[config.mk]
export PLATFORM = sky130hd
export DESIGN_NAME = calorimeter_digit_energy_sum_core_flat
export DESIGN_NICKNAME = d
export VERILOG_FILES = /design/src/hdl/cdes_pkg.sv /design/src/hdl/cdes_if.sv /design/src/hdl/cdes_classify.sv /design/src/hdl/cdes_accum.sv /design/src/hdl/calorimeter_digit_energy_sum_core.sv /design/src/flat_wrapper.sv
export SDC_FILE = /design/constraint.sdc
export NUM_CORES = 1
export LEC_CHECK = 0
export BUFFER_PORTS_ARGS = -buffer_cell sky130_fd_sc_hd__buf_4
export CAP_MARGIN = 20
export CELL_PAD_IN_SITES_DETAIL_PLACEMENT = 1
export CELL_PAD_IN_SITES_GLOBAL_PLACEMENT = 2
export CORE_ASPECT_RATIO = 0.6
export CORE_MARGIN = 3
export CORE_UTILIZATION = 40
export DETAILED_ROUTE_END_ITERATION = 10
export HOLD_SLACK_MARGIN = 0.05
export PLACE_DENSITY = 0.87
export RECOVER_POWER = 50
export SYNTH_ARGS = -nofsm -noshare
export SYNTH_HDL_FRONTEND = slang
export SYNTH_SLANG_ARGS = --single-unit
[constraint.sdc]
create_clock -name clk -period 7.3 [get_ports clk]
set_input_delay 1.46 -clock clk [delete_from_list [all_inputs] [get_ports clk]]
set_output_delay 1.46 -clock clk [all_outputs]
set_load 0.01 [all_outputs]
[src/hdl/cdes_pkg.sv]
// Shared types and constants for the calorimeter digit energy sum core.
// No dependencies; every other file in hdl/ depends on this package.
`default_nettype none

package cdes_pkg;

  // Item field widths
  localparam int KIND_W     = 2;
  localparam int ROW_W      = 6;
  localparam int COL_W      = 6;
  localparam int PEAK_W     = 12;
  localparam int PTIME_W    = 16;
  localparam int INTEG_W    = 19;
  localparam int SAMPLES_W  = 10;
  localparam int ENERGY_W   = 32;

  // Coarse time is adc_time[14:6]
  localparam int COARSE_LSB = 6;
  localparam int COARSE_W   = 9;
  localparam int COARSE_MSB = COARSE_LSB + COARSE_W - 1;

  // Pedestal per sample and on the peak
  localparam int PEDESTAL   = 100;
  localparam int PED_W      = 17;   // 1023 * 100 fits in 17 bits
  localparam int THR_EXT_W  = PEAK_W + 1;

  // Item kinds
  localparam logic [KIND_W-1:0] KIND_FWD = 2'd0;
  localparam logic [KIND_W-1:0] KIND_BRL = 2'd1;
  localparam logic [KIND_W-1:0] KIND_EOE = 2'd2;

  // Configuration port
  localparam int CFG_IDX_W  = 3;
  localparam int CFG_DATA_W = 12;
  localparam int THR_W      = 12;
  localparam int MASK_W     = 6;
  localparam int WIN_W      = 9;

  localparam logic [CFG_IDX_W-1:0] CFG_FWD_THR  = 3'd0;
  localparam logic [CFG_IDX_W-1:0] CFG_BRL_THR  = 3'd1;
  localparam logic [CFG_IDX_W-1:0] CFG_ROW_MIN  = 3'd2;
  localparam logic [CFG_IDX_W-1:0] CFG_ROW_MAX  = 3'd3;
  localparam logic [CFG_IDX_W-1:0] CFG_COL_MIN  = 3'd4;
  localparam logic [CFG_IDX_W-1:0] CFG_COL_MAX  = 3'd5;
  localparam logic [CFG_IDX_W-1:0] CFG_WIN_LOW  = 3'd6;
  localparam logic [CFG_IDX_W-1:0] CFG_WIN_HIGH = 3'd7;

  localparam logic [THR_W-1:0]  RST_FWD_THR  = 12'd64;
  localparam logic [THR_W-1:0]  RST_BRL_THR  = 12'd20;
  localparam logic [MASK_W-1:0] RST_ROW_MIN  = 6'd26;
  localparam logic [MASK_W-1:0] RST_ROW_MAX  = 6'd32;
  localparam logic [MASK_W-1:0] RST_COL_MIN  = 6'd26;
  localparam logic [MASK_W-1:0] RST_COL_MAX  = 6'd32;
  localparam logic [WIN_W-1:0]  RST_WIN_LOW  = 9'd15;
  localparam logic [WIN_W-1:0]  RST_WIN_HIGH = 9'd50;

  typedef struct packed {
    logic [THR_W-1:0]  fwd_thr;
    logic [THR_W-1:0]  brl_thr;
    logic [MASK_W-1:0] row_min;
    logic [MASK_W-1:0] row_max;
    logic [MASK_W-1:0] col_min;
    logic [MASK_W-1:0] col_max;
    logic [WIN_W-1:0]  win_low;
    logic [WIN_W-1:0]  win_high;
  } cdes_cfg_t;

  // Registered input item
  typedef struct packed {
    logic [KIND_W-1:0]    kind;
    logic [ROW_W-1:0]     row;
    logic [COL_W-1:0]     column;
    logic [PEAK_W-1:0]    adc_peak;
    logic [PTIME_W-1:0]   adc_time;
    logic [INTEG_W-1:0]   adc_integral;
    logic [SAMPLES_W-1:0] sample_count;
  } cdes_item_t;

  // Accumulator operation produced by the classifier
  typedef struct packed {
    logic               fwd_add;
    logic               brl_add;
    logic               eoe;
    logic [INTEG_W-1:0] value;
  } cdes_op_t;

endpackage

`default_nettype wire

[src/hdl/cdes_if.sv]
// Valid/ready channel interfaces for the hit input and the energy result.
// Depends on cdes_pkg for field widths.
`default_nettype none

interface cdes_in_if;
  logic                                  valid;
  logic                                  ready;
  logic [cdes_pkg::KIND_W-1:0]           kind;
  logic [cdes_pkg::ROW_W-1:0]            row;
  logic [cdes_pkg::COL_W-1:0]            column;
  logic [cdes_pkg::PEAK_W-1:0]           adc_peak;
  logic [cdes_pkg::PTIME_W-1:0]          adc_time;
  logic [cdes_pkg::INTEG_W-1:0]          adc_integral;
  logic [cdes_pkg::SAMPLES_W-1:0]        sample_count;

  modport source (output valid, kind, row, column, adc_peak, adc_time,
                  adc_integral, sample_count, input ready);
  modport sink   (input valid, kind, row, column, adc_peak, adc_time,
                  adc_integral, sample_count, output ready);
endinterface

interface cdes_out_if;
  logic                          valid;
  logic                          ready;
  logic [cdes_pkg::ENERGY_W-1:0] forward_energy;
  logic [cdes_pkg::ENERGY_W-1:0] barrel_energy;

  modport source (output valid, forward_energy, barrel_energy, input ready);
  modport sink   (input valid, forward_energy, barrel_energy, output ready);
endinterface

`default_nettype wire

[src/hdl/cdes_classify.sv]
// Hit classification: pedestal, threshold, mask, time window, corrected integral.
// Depends on cdes_pkg.
`default_nettype none

module cdes_classify (
  input  cdes_pkg::cdes_item_t item,
  input  cdes_pkg::cdes_cfg_t  cfg,
  output cdes_pkg::cdes_op_t   op
);
  import cdes_pkg::*;

  logic [COARSE_W-1:0]  coarse;
  logic                 masked;
  logic                 in_window;
  logic [THR_EXT_W-1:0] fwd_limit;
  logic [THR_EXT_W-1:0] brl_limit;
  logic [THR_EXT_W-1:0] peak_ext;
  logic                 fwd_peak_ok;
  logic                 brl_peak_ok;
  logic [PED_W-1:0]     ped;
  logic                 integ_ok;
  logic [INTEG_W-1:0]   corrected;

  always_comb begin
    coarse    = item.adc_time[COARSE_MSB:COARSE_LSB];
    masked    = (item.row >= cfg.row_min) && (item.row <= cfg.row_max) &&
                (item.column >= cfg.col_min) && (item.column <= cfg.col_max);
    in_window = (coarse >= cfg.win_low) && (coarse <= cfg.win_high);

    // peak - 100 > thr  <=>  peak > thr + 100
    peak_ext    = THR_EXT_W'(item.adc_peak);
    fwd_limit   = THR_EXT_W'(cfg.fwd_thr) + THR_EXT_W'(PEDESTAL);
    brl_limit   = THR_EXT_W'(cfg.brl_thr) + THR_EXT_W'(PEDESTAL);
    fwd_peak_ok = peak_ext > fwd_limit;
    brl_peak_ok = peak_ext > brl_limit;

    ped       = PED_W'(item.sample_count) * PED_W'(PEDESTAL);
    integ_ok  = INTEG_W'(ped) <= item.adc_integral;
    corrected = item.adc_integral - INTEG_W'(ped);

    op.fwd_add = (item.kind == KIND_FWD) && !masked && fwd_peak_ok && in_window &&
                 integ_ok;
    op.brl_add = (item.kind == KIND_BRL) && brl_peak_ok && integ_ok;
    op.eoe     = (item.kind == KIND_EOE);
    op.value   = corrected;
  end

endmodule

`default_nettype wire

[src/hdl/cdes_accum.sv]
// Saturating forward/barrel accumulators and the result output register.
// Depends on cdes_pkg.
`default_nettype none

module cdes_accum #(
  parameter int SUM_WIDTH = 32
) (
  input  logic                          clk,
  input  logic                          rst_n,
  input  logic                          op_valid,
  input  cdes_pkg::cdes_op_t            op,
  output logic                          stall,
  output logic                          out_valid,
  input  logic                          out_ready,
  output logic [cdes_pkg::ENERGY_W-1:0] forward_energy,
  output logic [cdes_pkg::ENERGY_W-1:0] barrel_energy
);
  import cdes_pkg::*;

  localparam int EXT_W = ((SUM_WIDTH > INTEG_W) ? SUM_WIDTH : INTEG_W) + 1;
  localparam int OUT_W = (SUM_WIDTH > ENERGY_W) ? SUM_WIDTH : ENERGY_W;

  logic [SUM_WIDTH-1:0] fwd_sum_r, fwd_sum_nxt;
  logic [SUM_WIDTH-1:0] brl_sum_r, brl_sum_nxt;
  logic                 out_valid_r, out_valid_nxt;
  logic [ENERGY_W-1:0]  fwd_out_r, brl_out_r;

  logic [EXT_W-1:0]     fwd_ext, brl_ext, lim_ext;
  logic [SUM_WIDTH-1:0] fwd_sat, brl_sat;
  logic [OUT_W-1:0]     fwd_wide, brl_wide, out_lim;
  logic [ENERGY_W-1:0]  fwd_clip, brl_clip;
  logic                 go;
  logic                 take_eoe;

  always_comb begin
    stall    = op_valid && op.eoe && out_valid_r && !out_ready;
    go       = op_valid && !stall;
    take_eoe = go && op.eoe;

    lim_ext = EXT_W'({SUM_WIDTH{1'b1}});
    fwd_ext = EXT_W'(fwd_sum_r) + EXT_W'(op.value);
    brl_ext = EXT_W'(brl_sum_r) + EXT_W'(op.value);
    fwd_sat = (fwd_ext > lim_ext) ? {SUM_WIDTH{1'b1}} : fwd_ext[SUM_WIDTH-1:0];
    brl_sat = (brl_ext > lim_ext) ? {SUM_WIDTH{1'b1}} : brl_ext[SUM_WIDTH-1:0];

    // Reported value clips to the 32-bit result field
    out_lim  = OUT_W'({ENERGY_W{1'b1}});
    fwd_wide = OUT_W'(fwd_sum_r);
    brl_wide = OUT_W'(brl_sum_r);
    fwd_clip = (fwd_wide > out_lim) ? {ENERGY_W{1'b1}} : fwd_wide[ENERGY_W-1:0];
    brl_clip = (brl_wide > out_lim) ? {ENERGY_W{1'b1}} : brl_wide[ENERGY_W-1:0];

    fwd_sum_nxt = fwd_sum_r;
    brl_sum_nxt = brl_sum_r;
    if (take_eoe) begin
      fwd_sum_nxt = '0;
      brl_sum_nxt = '0;
    end else if (go) begin
      if (op.fwd_add) fwd_sum_nxt = fwd_sat;
      if (op.brl_add) brl_sum_nxt = brl_sat;
    end

    if (take_eoe) begin
      out_valid_nxt = 1'b1;
    end else if (out_ready) begin
      out_valid_nxt = 1'b0;
    end else begin
      out_valid_nxt = out_valid_r;
    end
  end

  always_ff @(posedge clk) begin
    if (!rst_n) begin
      fwd_sum_r   <= '0;
      brl_sum_r   <= '0;
      out_valid_r <= 1'b0;
    end else begin
      fwd_sum_r   <= fwd_sum_nxt;
      brl_sum_r   <= brl_sum_nxt;
      out_valid_r <= out_valid_nxt;
    end
  end

  always_ff @(posedge clk) begin
    if (take_eoe) begin
      fwd_out_r <= fwd_clip;
      brl_out_r <= brl_clip;
    end
  end

  assign out_valid      = out_valid_r;
  assign forward_energy = fwd_out_r;
  assign barrel_energy  = brl_out_r;

endmodule

`default_nettype wire

[src/hdl/calorimeter_digit_energy_sum_core.sv]
// Calorimeter digit energy sum core: top level.
// An end-of-event result passes through stage A, stage B and the result register.
// Throughput: one transaction per cycle unless stalled; a waiting result holds back
// a later end-of-event in stage B and all behind it, while hits ahead keep flowing.
// Reset (rst_n, synchronous, active low): sums and valid flags cleared, configuration registers to defaults.
// Depends on cdes_pkg, cdes_if, cdes_classify, cdes_accum.
`default_nettype none

module calorimeter_digit_energy_sum_core #(
  parameter int SUM_WIDTH = 32
) (
  input  logic                            clk,
  input  logic                            rst_n,
  cdes_in_if.sink                         in_ch,
  cdes_out_if.source                      out_ch,
  input  logic                            cfg_we,
  input  logic [cdes_pkg::CFG_IDX_W-1:0]  cfg_index,
  input  logic [cdes_pkg::CFG_DATA_W-1:0] cfg_wdata
);
  import cdes_pkg::*;

  // Pipeline:
  //   stage A  input register (item as accepted)
  //   stage B  classified op register (add/clear decision and corrected integral)
  //   accum    saturating sums, then result register on end of event
  // Only an end-of-event in stage B can stall, when the result register is
  // still full and the sink is not taking it.

  cdes_cfg_t  cfg_r;
  cdes_item_t a_item_r;
  logic       a_valid_r, a_valid_nxt;
  cdes_op_t   op_comb;
  cdes_op_t   b_op_r;
  logic       b_valid_r, b_valid_nxt;
  logic       stall_b;
  logic       in_accept;

  // ---- configuration registers ----
  always_ff @(posedge clk) begin
    if (!rst_n) begin
      cfg_r.fwd_thr  <= RST_FWD_THR;
      cfg_r.brl_thr  <= RST_BRL_THR;
      cfg_r.row_min  <= RST_ROW_MIN;
      cfg_r.row_max  <= RST_ROW_MAX;
      cfg_r.col_min  <= RST_COL_MIN;
      cfg_r.col_max  <= RST_COL_MAX;
      cfg_r.win_low  <= RST_WIN_LOW;
      cfg_r.win_high <= RST_WIN_HIGH;
    end else if (cfg_we) begin
      unique case (cfg_index)
        CFG_FWD_THR:  cfg_r.fwd_thr  <= cfg_wdata[THR_W-1:0];
        CFG_BRL_THR:  cfg_r.brl_thr  <= cfg_wdata[THR_W-1:0];
        CFG_ROW_MIN:  cfg_r.row_min  <= cfg_wdata[MASK_W-1:0];
        CFG_ROW_MAX:  cfg_r.row_max  <= cfg_wdata[MASK_W-1:0];
        CFG_COL_MIN:  cfg_r.col_min  <= cfg_wdata[MASK_W-1:0];
        CFG_COL_MAX:  cfg_r.col_max  <= cfg_wdata[MASK_W-1:0];
        CFG_WIN_LOW:  cfg_r.win_low  <= cfg_wdata[WIN_W-1:0];
        CFG_WIN_HIGH: cfg_r.win_high <= cfg_wdata[WIN_W-1:0];
        default: ;
      endcase
    end
  end

  // ---- handshake and stage control ----
  // Stage A takes a new transaction when empty or when it moves on this cycle.
  assign in_ch.ready = !a_valid_r || !stall_b;
  assign in_accept   = in_ch.valid && in_ch.ready;

  always_comb begin
    if (in_accept) begin
      a_valid_nxt = 1'b1;
    end else if (stall_b) begin
      a_valid_nxt = a_valid_r;
    end else begin
      a_valid_nxt = 1'b0;
    end
    b_valid_nxt = stall_b ? b_valid_r : a_valid_r;
  end

  always_ff @(posedge clk) begin
    if (!rst_n) begin
      a_valid_r <= 1'b0;
      b_valid_r <= 1'b0;
    end else begin
      a_valid_r <= a_valid_nxt;
      b_valid_r <= b_valid_nxt;
    end
  end

  // Stage A payload
  always_ff @(posedge clk) begin
    if (in_accept) begin
      a_item_r.kind         <= in_ch.kind;
      a_item_r.row          <= in_ch.row;
      a_item_r.column       <= in_ch.column;
      a_item_r.adc_peak     <= in_ch.adc_peak;
      a_item_r.adc_time     <= in_ch.adc_time;
      a_item_r.adc_integral <= in_ch.adc_integral;
      a_item_r.sample_count <= in_ch.sample_count;
    end
  end

  // ---- classification (A -> B) ----
  cdes_classify u_classify (
    .item (a_item_r),
    .cfg  (cfg_r),
    .op   (op_comb)
  );

  // Stage B payload; a dropped hit or unused kind travels as an op with no flags
  always_ff @(posedge clk) begin
    if (!stall_b) begin
      b_op_r <= op_comb;
    end
  end

  // ---- accumulators and result register ----
  cdes_accum #(
    .SUM_WIDTH (SUM_WIDTH)
  ) u_accum (
    .clk            (clk),
    .rst_n          (rst_n),
    .op_valid       (b_valid_r),
    .op             (b_op_r),
    .stall          (stall_b),
    .out_valid      (out_ch.valid),
    .out_ready      (out_ch.ready),
    .forward_energy (out_ch.forward_energy),
    .barrel_energy  (out_ch.barrel_energy)
  );

endmodule

`default_nettype wire
[src/flat_wrapper.sv]
// flat-port wrapper written by rule: the top's interface ports become plain ports
module calorimeter_digit_energy_sum_core_flat import cdes_pkg::*;
#(
  parameter int SUM_WIDTH = 32
)
  (clk, rst_n, cfg_we, cfg_index, cfg_wdata, in_ch_valid, in_ch_kind, in_ch_row, in_ch_column, in_ch_adc_peak, in_ch_adc_time, in_ch_adc_integral, in_ch_sample_count, in_ch_ready, out_ch_valid, out_ch_forward_energy, out_ch_barrel_energy, out_ch_ready);
  cdes_in_if in_ch_i ();
  cdes_out_if out_ch_i ();
  input  logic clk;
  input  logic rst_n;
  input  logic cfg_we;
  input  logic [cdes_pkg::CFG_IDX_W-1:0] cfg_index;
  input  logic [cdes_pkg::CFG_DATA_W-1:0] cfg_wdata;
  input wire logic [$bits(in_ch_i.valid)-1:0] in_ch_valid;
  input wire logic [$bits(in_ch_i.kind)-1:0] in_ch_kind;
  input wire logic [$bits(in_ch_i.row)-1:0] in_ch_row;
  input wire logic [$bits(in_ch_i.column)-1:0] in_ch_column;
  input wire logic [$bits(in_ch_i.adc_peak)-1:0] in_ch_adc_peak;
  input wire logic [$bits(in_ch_i.adc_time)-1:0] in_ch_adc_time;
  input wire logic [$bits(in_ch_i.adc_integral)-1:0] in_ch_adc_integral;
  input wire logic [$bits(in_ch_i.sample_count)-1:0] in_ch_sample_count;
  output wire logic [$bits(in_ch_i.ready)-1:0] in_ch_ready;
  output wire logic [$bits(out_ch_i.valid)-1:0] out_ch_valid;
  output wire logic [$bits(out_ch_i.forward_energy)-1:0] out_ch_forward_energy;
  output wire logic [$bits(out_ch_i.barrel_energy)-1:0] out_ch_barrel_energy;
  input wire logic [$bits(out_ch_i.ready)-1:0] out_ch_ready;
  assign in_ch_i.valid = in_ch_valid;
  assign in_ch_i.kind = in_ch_kind;
  assign in_ch_i.row = in_ch_row;
  assign in_ch_i.column = in_ch_column;
  assign in_ch_i.adc_peak = in_ch_adc_peak;
  assign in_ch_i.adc_time = in_ch_adc_time;
  assign in_ch_i.adc_integral = in_ch_adc_integral;
  assign in_ch_i.sample_count = in_ch_sample_count;
  assign in_ch_ready = in_ch_i.ready;
  assign out_ch_valid = out_ch_i.valid;
  assign out_ch_forward_energy = out_ch_i.forward_energy;
  assign out_ch_barrel_energy = out_ch_i.barrel_energy;
  assign out_ch_i.ready = out_ch_ready;
  calorimeter_digit_energy_sum_core #(.SUM_WIDTH(SUM_WIDTH)) u_core (.clk(clk), .rst_n(rst_n), .in_ch(in_ch_i), .out_ch(out_ch_i), .cfg_we(cfg_we), .cfg_index(cfg_index), .cfg_wdata(cfg_wdata));
endmodule
Word level (Yosys, flattened, before mapping)
Cells that the tools add are included.
- bitwise operators: 1
- multiplexer cells: 6
- reduce and logical (&&, ||, !) cells: 35
- $mul: 1
- $lt $le $gt $ge: 13
- equality and inequality tests: 10
- add/sub/neg operators: 5
- operator list (operator ; count):
    32-bit by 19-bit adder with 33-bit output ; 2
    33-bit by 32-bit > comparator with 1-bit output (second input constant) ; 2
    32-bit > comparator (second input constant) ; 2
    32-bit two-way mux ; 2
    12-bit by 7-bit adder with 13-bit output (second input constant) ; 2
    12-bit by 13-bit > comparator with 1-bit output ; 2
    2-bit AND reduction ; 10
    17-bit by 19-bit <= comparator with 1-bit output ; 1
    19-bit by 17-bit subtractor with 19-bit output ; 1
    1-bit logical AND ; 16
    10-bit by 5-bit multiplier with 15-bit output (second input constant) ; 1
    3-bit == test (second input constant) ; 4
    6-bit >= comparator ; 2
    6-bit <= comparator ; 2
    9-bit >= comparator ; 1
    9-bit <= comparator ; 1
    3-bit by 2-bit == test with 1-bit output (second input constant) ; 2
    1-bit logical NOT ; 4
    1-bit two-way mux ; 4
    3-bit by 1-bit == test with 1-bit output (second input constant) ; 1
    3-bit logical NOT ; 1
    2-bit by 1-bit == test with 1-bit output (second input constant) ; 1
    2-bit == test (second input constant) ; 1
    2-bit logical NOT ; 1
    5 further kinds ; 5
- register bits: 289
- output and inout port bits: 66
- input bits: 91

Longest topological paths before layout
Gate-level depths: netlist of the first run.
- word-level depth: 9
- gate-level depth with buffers: 20
- depth with buffers taken out: 20

Hierarchy
From an unflattened synthesis of the first run, not the netlist that was laid out.
- cell total of the unflattened synthesis: 1460
- area total of the unflattened synthesis: 15617.5 sq um
- modules (own cells, without submodules) (module ; seq. area each (sq um) ; times used ; cells each ; area an instance (sq um)):
    cdes_accum ; 3223.1 ; 1 ; 630 ; 6525.0
    calorimeter_digit_energy_sum_core ; 4154.0 ; 1 ; 348 ; 5482.8
    cdes_classify ; 0.0 ; 1 ; 482 ; 3609.7

Worst setup path after synthesis of the first run
Ideal clock, no wire load.
- kind: input-to-reg
- start: input out_ch_ready
- end: register u_core.u_accum.brl_sum_r[23]
- cell stages on the path: 6
- library setup time: 0.135 ns
- required time: 7.165 ns
- data arrival time: 5.040 ns
- path slack: 2.125 ns
- cell sequence: nor2b_1 nor2_1 nor2b_1 buf_1 nand3_1 o21ai_0
- word-level cells in the longest chain between the ends: 6
- elaborated cells between the ends (all ways): 7
- classes of those cells: reduce/logical: 7
- ends and longest elaborated chain (item ; RTL line ; text):
    from (decl) ; flat_wrapper.sv:26 ; input wire logic [$bits(out_ch_i.ready)-1:0] out_ch_ready;
    1-bit logical NOT * ; cdes_accum.sv:36 ; stall = op_valid && op.eoe && out_valid_r && !out_ready;
    1-bit logical AND * ; cdes_accum.sv:36 ;
    1-bit logical NOT * ; cdes_accum.sv:37 ; go = op_valid && !stall;
    1-bit logical AND * ; cdes_accum.sv:37 ;
    1-bit logical AND ; cdes_accum.sv:38 ; take_eoe = go && op.eoe;
    2-bit OR reduction (no line) ; - ;
    to (signal assigned) ; cdes_accum.sv:79 ; brl_sum_r <= brl_sum_nxt;
    to (decl) ; cdes_accum.sv:24 ; logic [SUM_WIDTH-1:0] brl_sum_r, brl_sum_nxt;
Mark *: on every way between the ends. The rest lies on a longest branch, timed or not.
A chain may end at the register's enable or synchronous reset.

==> flow_summary.toml, run 1 <==
[sta]
rsz0062_at_grt = "no"
hold_slack_ns = 0.4546
worstMarginPinSlew_ns = 3.667
tns_ns = 0
max_freq_mhz = 192.8
clock_skew_ns = 0.03268
maxSlewViolCount = 137
min_period_over_period = 0.7104
slew_headroom = -1.445
min_period_ns = 5.186
finalSetupViolCount = 0
hold_violations = 0

[floorplan]
start_util = 0.4093
die_area_um2 = 39980
fp-row-count = 54
coreArea_um2 = 36690
die-width_um = 256.1
ios = 157
die_h_um = 156.1

[synthesis]
yosysTopAreaCell = "edfxtp_1"
yosysUniqueCellTypes = 73
ys_warn_count = 0
avgSynthCellArea_um2 = 10.38
synth_edf_count = 150
synth_top_area_share = 0.3000
syn-cell-area_um2 = 15020
synth_fp_nets = 1700
synth-main-ff-cell = "edfxtp_1"
netlist_instances = 1446
ys_seq_area_frac = 0.4773
synthTopCellsByArea = "edfxtp_1 30%, dfxtp_1 18%, ha_1 13%"
async_flop_share = 0
synth.ff_latch_count = 283

[cts]
clockBufferDepth = 3
cts_setup_buffers = 0
cts_resized = 0
cts_sinks = 283
clk_pin_slew_ns = 0.07
cts_tree = "done"
cts_made_buffers = 29
cts_hold_buf = 0
root_buffer = "clkbuf_16"
htreeDepth = 1
insertion_delay_ns = 0.58

[grt]
overflow = 0
grt_pass1_wl_um = 64180
antenna_found_initial = 1
grtUsageTotal = 0.2004
grt_max_degree = 72
grt_pass1_vias = 11610

[worst_setup_path]
ff2ff_setup_slack_ns = 2.11
worstPathRequired_ns = 7.60
crit_slowest_cell = "a2111oi_0"
crit_type = "reg -> reg"
crit_fanout = 4
cp_common_cell = "ha_1"
cp.arrival_ns = 5.49
cp-start-kind = "register"
crit_chain = "ha_1 -> ha_1 -> fa_1 -> ha_1 -> nor2b_1 -> o21ai_0 -> a21boi_0 -> o21ai_0 -> a21oi_1 -> o21a_1 -> or2_2 -> ha_1 -> nand4_1 -> or2_2 -> a31oi_1 -> o21ai_1 -> a2111oi_0"
crit_path_max_incr_delay_ns = 0.47
endpoint_kind = "register"

[drt]
wl_per_cell_um = 19.10
firstDrtPassIters = 4
drt_iter0_markers = 547
drc = 0
ant_nets = 0
routed_wl_um = 40370
viasPerCell = 5.292
vias = 11180

[placed_design]
io_buffers = 149
globalplace.congestion = 0.8627
place_hpwl_um = 30720
placed_area_um2 = 16630

[flow_run]
maxCapViolations = 2

[power]
power.leakage_nw = 7.250
max-vdd-ir-drop_v = 0.0002415
p_per_area_nw_per_um2 = 262.7
p_total_w = 0.004616

[outcome]
violations = "max-capacitance violations, max-slew violations"
status = "finished, violations left"

[final_layout]
stdcell_area_um2 = 17570
drive_above_1_share = 0.1436
areaGrowthSynthToFinish_pct = 17.02
most-common-layout-cells = "155 x ha_1, 150 x nand2_1, 150 x edfxtp_1, 133 x dfxtp_1, 100 x inv_1"
final_util = 0.4790
antenna_cells = 0
final_common_cell = "ha_1"
final_net_count = 1840

[hold_path]
hold_class = "reg -> reg"
-- where the power goes --
part	switching [W]	internal, W
Sequential	0.000113	0.00180
Combinational	0.000707	0.000508
Clock	0.000653	0.000834
-- synthesized netlist by cell type (5+ instances only) --
cell and n:
a2111oi_0 5, a211o_1 5, a211oi_1 8, a21boi_0 41, a21o_1 26, a21oi_1 86
a31oi_1 23, and2_1 10, and3_1 16, and4_1 5, clkbuf_1 40, dfxtp_1 133
edfxtp_1 150, fa_1 8, ha_1 155, inv_1 100, mux2i_1 20, nand2_1 150
nand2b_1 15, nand3_1 31, nand4_1 26, nor2_1 62, nor2b_1 34, nor3_1 20
nor4_1 6, o211ai_1 20, o21a_1 22, o21ai_0 82, o31ai_1 5, or2_2 7
xnor2_1 36, xor2_1 37
-- state kept, by name, indices dropped and copies added (netlist names) --
register                       count
u_core.a_item_r                   64
u_core.a_valid_r                   1
u_core.b_op_r                     22
u_core.b_valid_r                   1
u_core.cfg_r                      66
u_core.u_accum.barrel_energy      32
u_core.u_accum.brl_sum_r          32
u_core.u_accum.forward_energy     32
u_core.u_accum.fwd_sum_r          32
u_core.u_accum.out_valid           1
-- cells by family (layout without fill, tap and decap cells) --
logic type | Yosys count | count (layout) | share of synthesized area
DFF | 283 | 283 | 0.4773
adders and majority gates | 163 | 163 | 0.1398
AOI/OAI and AO/OA | 367 | 367 | 0.1626
and+or+nand+nor | 393 | 393 | 0.1264
muxes | 21 | 21 | 0.01408
xor gates and xnor gates | 73 | 73 | 0.04258
buffers and inverters | 146 | 309 | 0.03725
-- layout make-up --
| cell class | count | area [µm²] |
|---|---|---|
| tap | 504 | 630.6 |
| clock buffer | 35 | 778.2 |
| multi-input combinational | 1017 | 7310 |
| fill | 4010 | 19120 |
| clock inverter | 19 | 170.2 |
| sequential | 283 | 7167 |
| inverter | 100 | 375.4 |
| timing repair buffer | 155 | 1141 |
-- routing by layer --
metal,part of all wire,vias to the layer above,global-route usage
met2,0.42,182,0.3052
met3,0.041,43,0.03666
met4,0.019,2,0.04066
met5,0.00025,-,0
li1,-,5526,-
met1,0.52,5429,0.2982
-- critical path, delay by kind of cell, from the launching register on --
kind | cells | cell delay, ns
compound gates | 8 | 1.70
fa+ha+maj | 5 | 1.83
flops | 1 | 0.43
simple gates | 4 | 0.98
-- per-stage QoR --
stage | worst slack [ns] | cells
final | 2.114 | 2113
after global routing | 1.697 | 2113
after CTS | 2.089 | 2111
after detailed placement | 2.113 | 2057
after global placement | 2.350 | 2057
after floorplan | 2.125 | 1446
-- final timing paths --
kind	endpoint	startpoint	cells after the start
worst max register to register	u_core.b_op_r[21]	u_core.a_item_r[2]	17
worst max-delay path	u_core.b_op_r[21]	u_core.a_item_r[2]	17
worst min register to register	u_core.u_accum.forward_energy[30]	u_core.u_accum.fwd_sum_r[30]	0
worst min-delay path	u_core.u_accum.forward_energy[30]	u_core.u_accum.fwd_sum_r[30]	0
Note: power is estimated with default switching activity, not from simulation.
==> run 2: changes to the inputs <==
ABC_AREA = 1   (was unset)
CORE_UTILIZATION = 33   (was 40)
PLACE_DENSITY = 0.81   (was 0.87)
clock period = 4.5 ns   (was 7.3 ns; I/O delays follow)
==> flow_summary.toml, run 2 <==
[hold_path]
holdPathStages = 2
whs_endpoint = "u_core.cfg_r[14]"
hold_class = "reg -> reg"
min_from = "u_core.cfg_r[14]"

[drt]
wl_met3_um = 1912
vias = 13930
viasPerCell = 4.883
wl_met2_um = 21500
routed_wl_um = 52340
top_layer = "met4"
wl_per_cell_um = 18.35
routedLengthMet1_um = 27750
drc = 0
drt_iter0_markers = 713
ant_nets = 0
firstDrtPassIters = 5

[synthesis]
avgSynthCellArea_um2 = 8.250
yosys-top-cells-count = "481 x nand2_1, 302 x inv_1, 172 x nor2_1"
synth.ff_latch_count = 283
yosysUniqueCellTypes = 50
synth_edf_count = 150
synth_most_common_cell = "nand2_1"
synth_fp_nets = 2273
synthTopCellsByArea = "edfxtp_1 27%, dfxtp_1 16%, ha_1 12%"
synth-main-ff-cell = "edfxtp_1"
synth_top_area_share = 0.2704
netlist_instances = 2019
async_flop_share = 0
yosysTopAreaCell = "edfxtp_1"
ys_warn_count = 0
syn-cell-area_um2 = 16660
ys_seq_area_frac = 0.4303

[sta]
worstMarginPinSlew_ns = 2.763
finalSetupViolCount = 0
slew_headroom = -0.8419
hold_violations = 0
min_period_over_period = 0.9428
clock_skew_ns = 0.01539
min_period_ns = 4.242
maxSlewViolCount = 64
max_freq_mhz = 235.7
tns_ns = 0

[floorplan]
die_area_um2 = 53290
die-width_um = 296.0
ios = 157
die_h_um = 180.0
start_util = 0.3354
fp-row-count = 63
coreArea_um2 = 49660

[final_layout]
fillCellCount = 5934
reg_top3 = "u_core.cfg_r: 66 flops, u_core.a_item_r: 64 flops"
drive_above_1_share = 0.1099
areaGrowthSynthToFinish_pct = 16.53
most-common-layout-cells = "481 x nand2_1, 302 x inv_1, 173 x nor2_1, 153 x ha_1, 150 x edfxtp_1"
final_net_count = 2432
stdcell_area_um2 = 19410
largest_register_ffs = 66
antenna_cells = 0
registers.top_by_ff_count = "u_core.cfg_r"
final_common_cell = "nand2_1"

[grt]
antenna_found_initial = 0
grtUsageTotal = 0.1983
overflow = 0
grt_pass1_wl_um = 82830
grt_max_degree = 65
grt_pass1_vias = 14640

[cts]
clockBufferDepth = 3
htreeDepth = 1
cts_sinks = 283
cts_hold_buf = 0
root_buffer = "clkbuf_16"
cts_tree = "done"
clk_pin_slew_ns = 0.07
cts_made_buffers = 31
insertion_delay_ns = 0.59

[worst_setup_path]
cp.arrival_ns = 4.57
worstPathRequired_ns = 4.83
crit_type = "reg -> reg"
rr_worst_depth = 21
ff2ff_setup_slack_ns = 0.26
rr_startpoint = "u_core.a_item_r[3]"
cp-start-kind = "register"
crit_fanout = 5
rr_endpoint = "u_core.b_op_r[20]"
endpoint_kind = "register"

[placed_design]
placed_area_um2 = 18490
place_hpwl_um = 41510
globalplace.congestion = 0.8430
io_buffers = 149

[outcome]
violations = "max-capacitance violations, max-slew violations"
status = "finished, violations left"

[power]
power.leakage_nw = 8.978
p_per_area_nw_per_um2 = 419.0
max-vdd-ir-drop_v = 0.0003129

[flow_run]
maxCapViolations = 1
-- run 2: cell families (layout without fill, tap and decap cells) --
kind of cell	Yosys count	count (layout)	share of synthesized area
AOI/OAI and AO/OA	277	277	0.09743
xor gates and xnor gates	68	68	0.03576
adders and majority gates	163	163	0.1261
buffers and inverters	351	534	0.08143
DFF	283	283	0.4303
and+or+nand+nor	877	877	0.2290
-- run 2: worst max-delay path, stage by stage (launching register included) --
cell	delay, ns
edfxtp_1	0.42
ha_1	0.32
ha_1	0.28
inv_1	0.05
fa_1	0.49
inv_1	0.04
ha_1	0.36
a21oi_2	0.16
o21ai_1	0.12
nand2_1	0.08
nand2_1	0.08
nand2_1	0.06
nand2_1	0.05
a21oi_1	0.15
xor2_1	0.20
ha_2	0.35
a21oi_2	0.16
o21ai_0	0.11
a21oi_1	0.17
nand3_1	0.19
nand2_1	0.10
a21oi_1	0.04
-- run 2: worst max-delay path by stage --
stage,slack [ns],start,end
2_1_floorplan,0.72,u_core.a_item_r[3],u_core.b_op_r[17]
3_3_place_gp,0.19,u_core.a_item_r[4],u_core.b_op_r[20]
3_5_place_dp,0.19,u_core.a_item_r[3],u_core.b_op_r[20]
4_1_cts,0.16,u_core.a_item_r[3],u_core.b_op_r[20]
5_1_grt,-0.005,u_core.a_item_r[5],u_core.b_op_r[20]
6_report,0.26,u_core.a_item_r[3],u_core.b_op_r[20]
-- run 2: per-stage QoR --
stage | power (W) | hold slack (ns) | setup WS, ns | utilization | std cells
floorplan | 0.004710 | 0.4275 | 0.7183 | - | 2019
global placement | 0.005416 | 0.4456 | 0.1936 | 0.3723 | 2794
detailed placement | 0.005495 | 0.4499 | 0.1850 | 0.3723 | 2794
CTS | 0.008208 | 0.4379 | 0.1603 | 0.3932 | 2851
global route | 0.008636 | 0.4742 | -0.004699 | 0.3909 | 2852
finish | 0.008133 | 0.4604 | 0.2576 | 0.3909 | 2852
-- run 2: layout make-up --
| type | count | area, µm² | area share |
|---|---|---|---|
| repair buffers | 156 | 1036 | 0.05337 |
| clock inverters | 17 | 198.9 | 0.01025 |
| inverters | 321 | 1207 | 0.06221 |
| multi-input cells | 1385 | 8148 | 0.4198 |
| well taps | 650 | 813.3 | 0.04190 |
| clock buffers | 40 | 839.6 | 0.04325 |
| flip-flops and latches | 283 | 7167 | 0.3692 |
-- run 2: what timing repair did --
item / 4_1_cts / 5_1_grt
buffers inserted: 0 / 1
setup endpoints to repair: 0 / 3
gates resized for setup: 0 / 5
-- run 2: metal layers --
| layer | GRT usage | vias up |
|---|---|---|
| li1 | - | 6925 |
| met1 | 0.3051 | 6727 |
| met2 | 0.2952 | 215 |
| met3 | 0.02538 | 60 |
| met4 | 0.04185 | 0 |
| met5 | 0 | - |
-- run 2: power breakdown --
| group | internal [W] | switching, W |
|---|---|---|
| clock network | 0.00154 | 0.00112 |
| registers | 0.00294 | 0.000239 |
| logic | 0.000818 | 0.00147 |
| total | 0.00530 | 0.00283 |
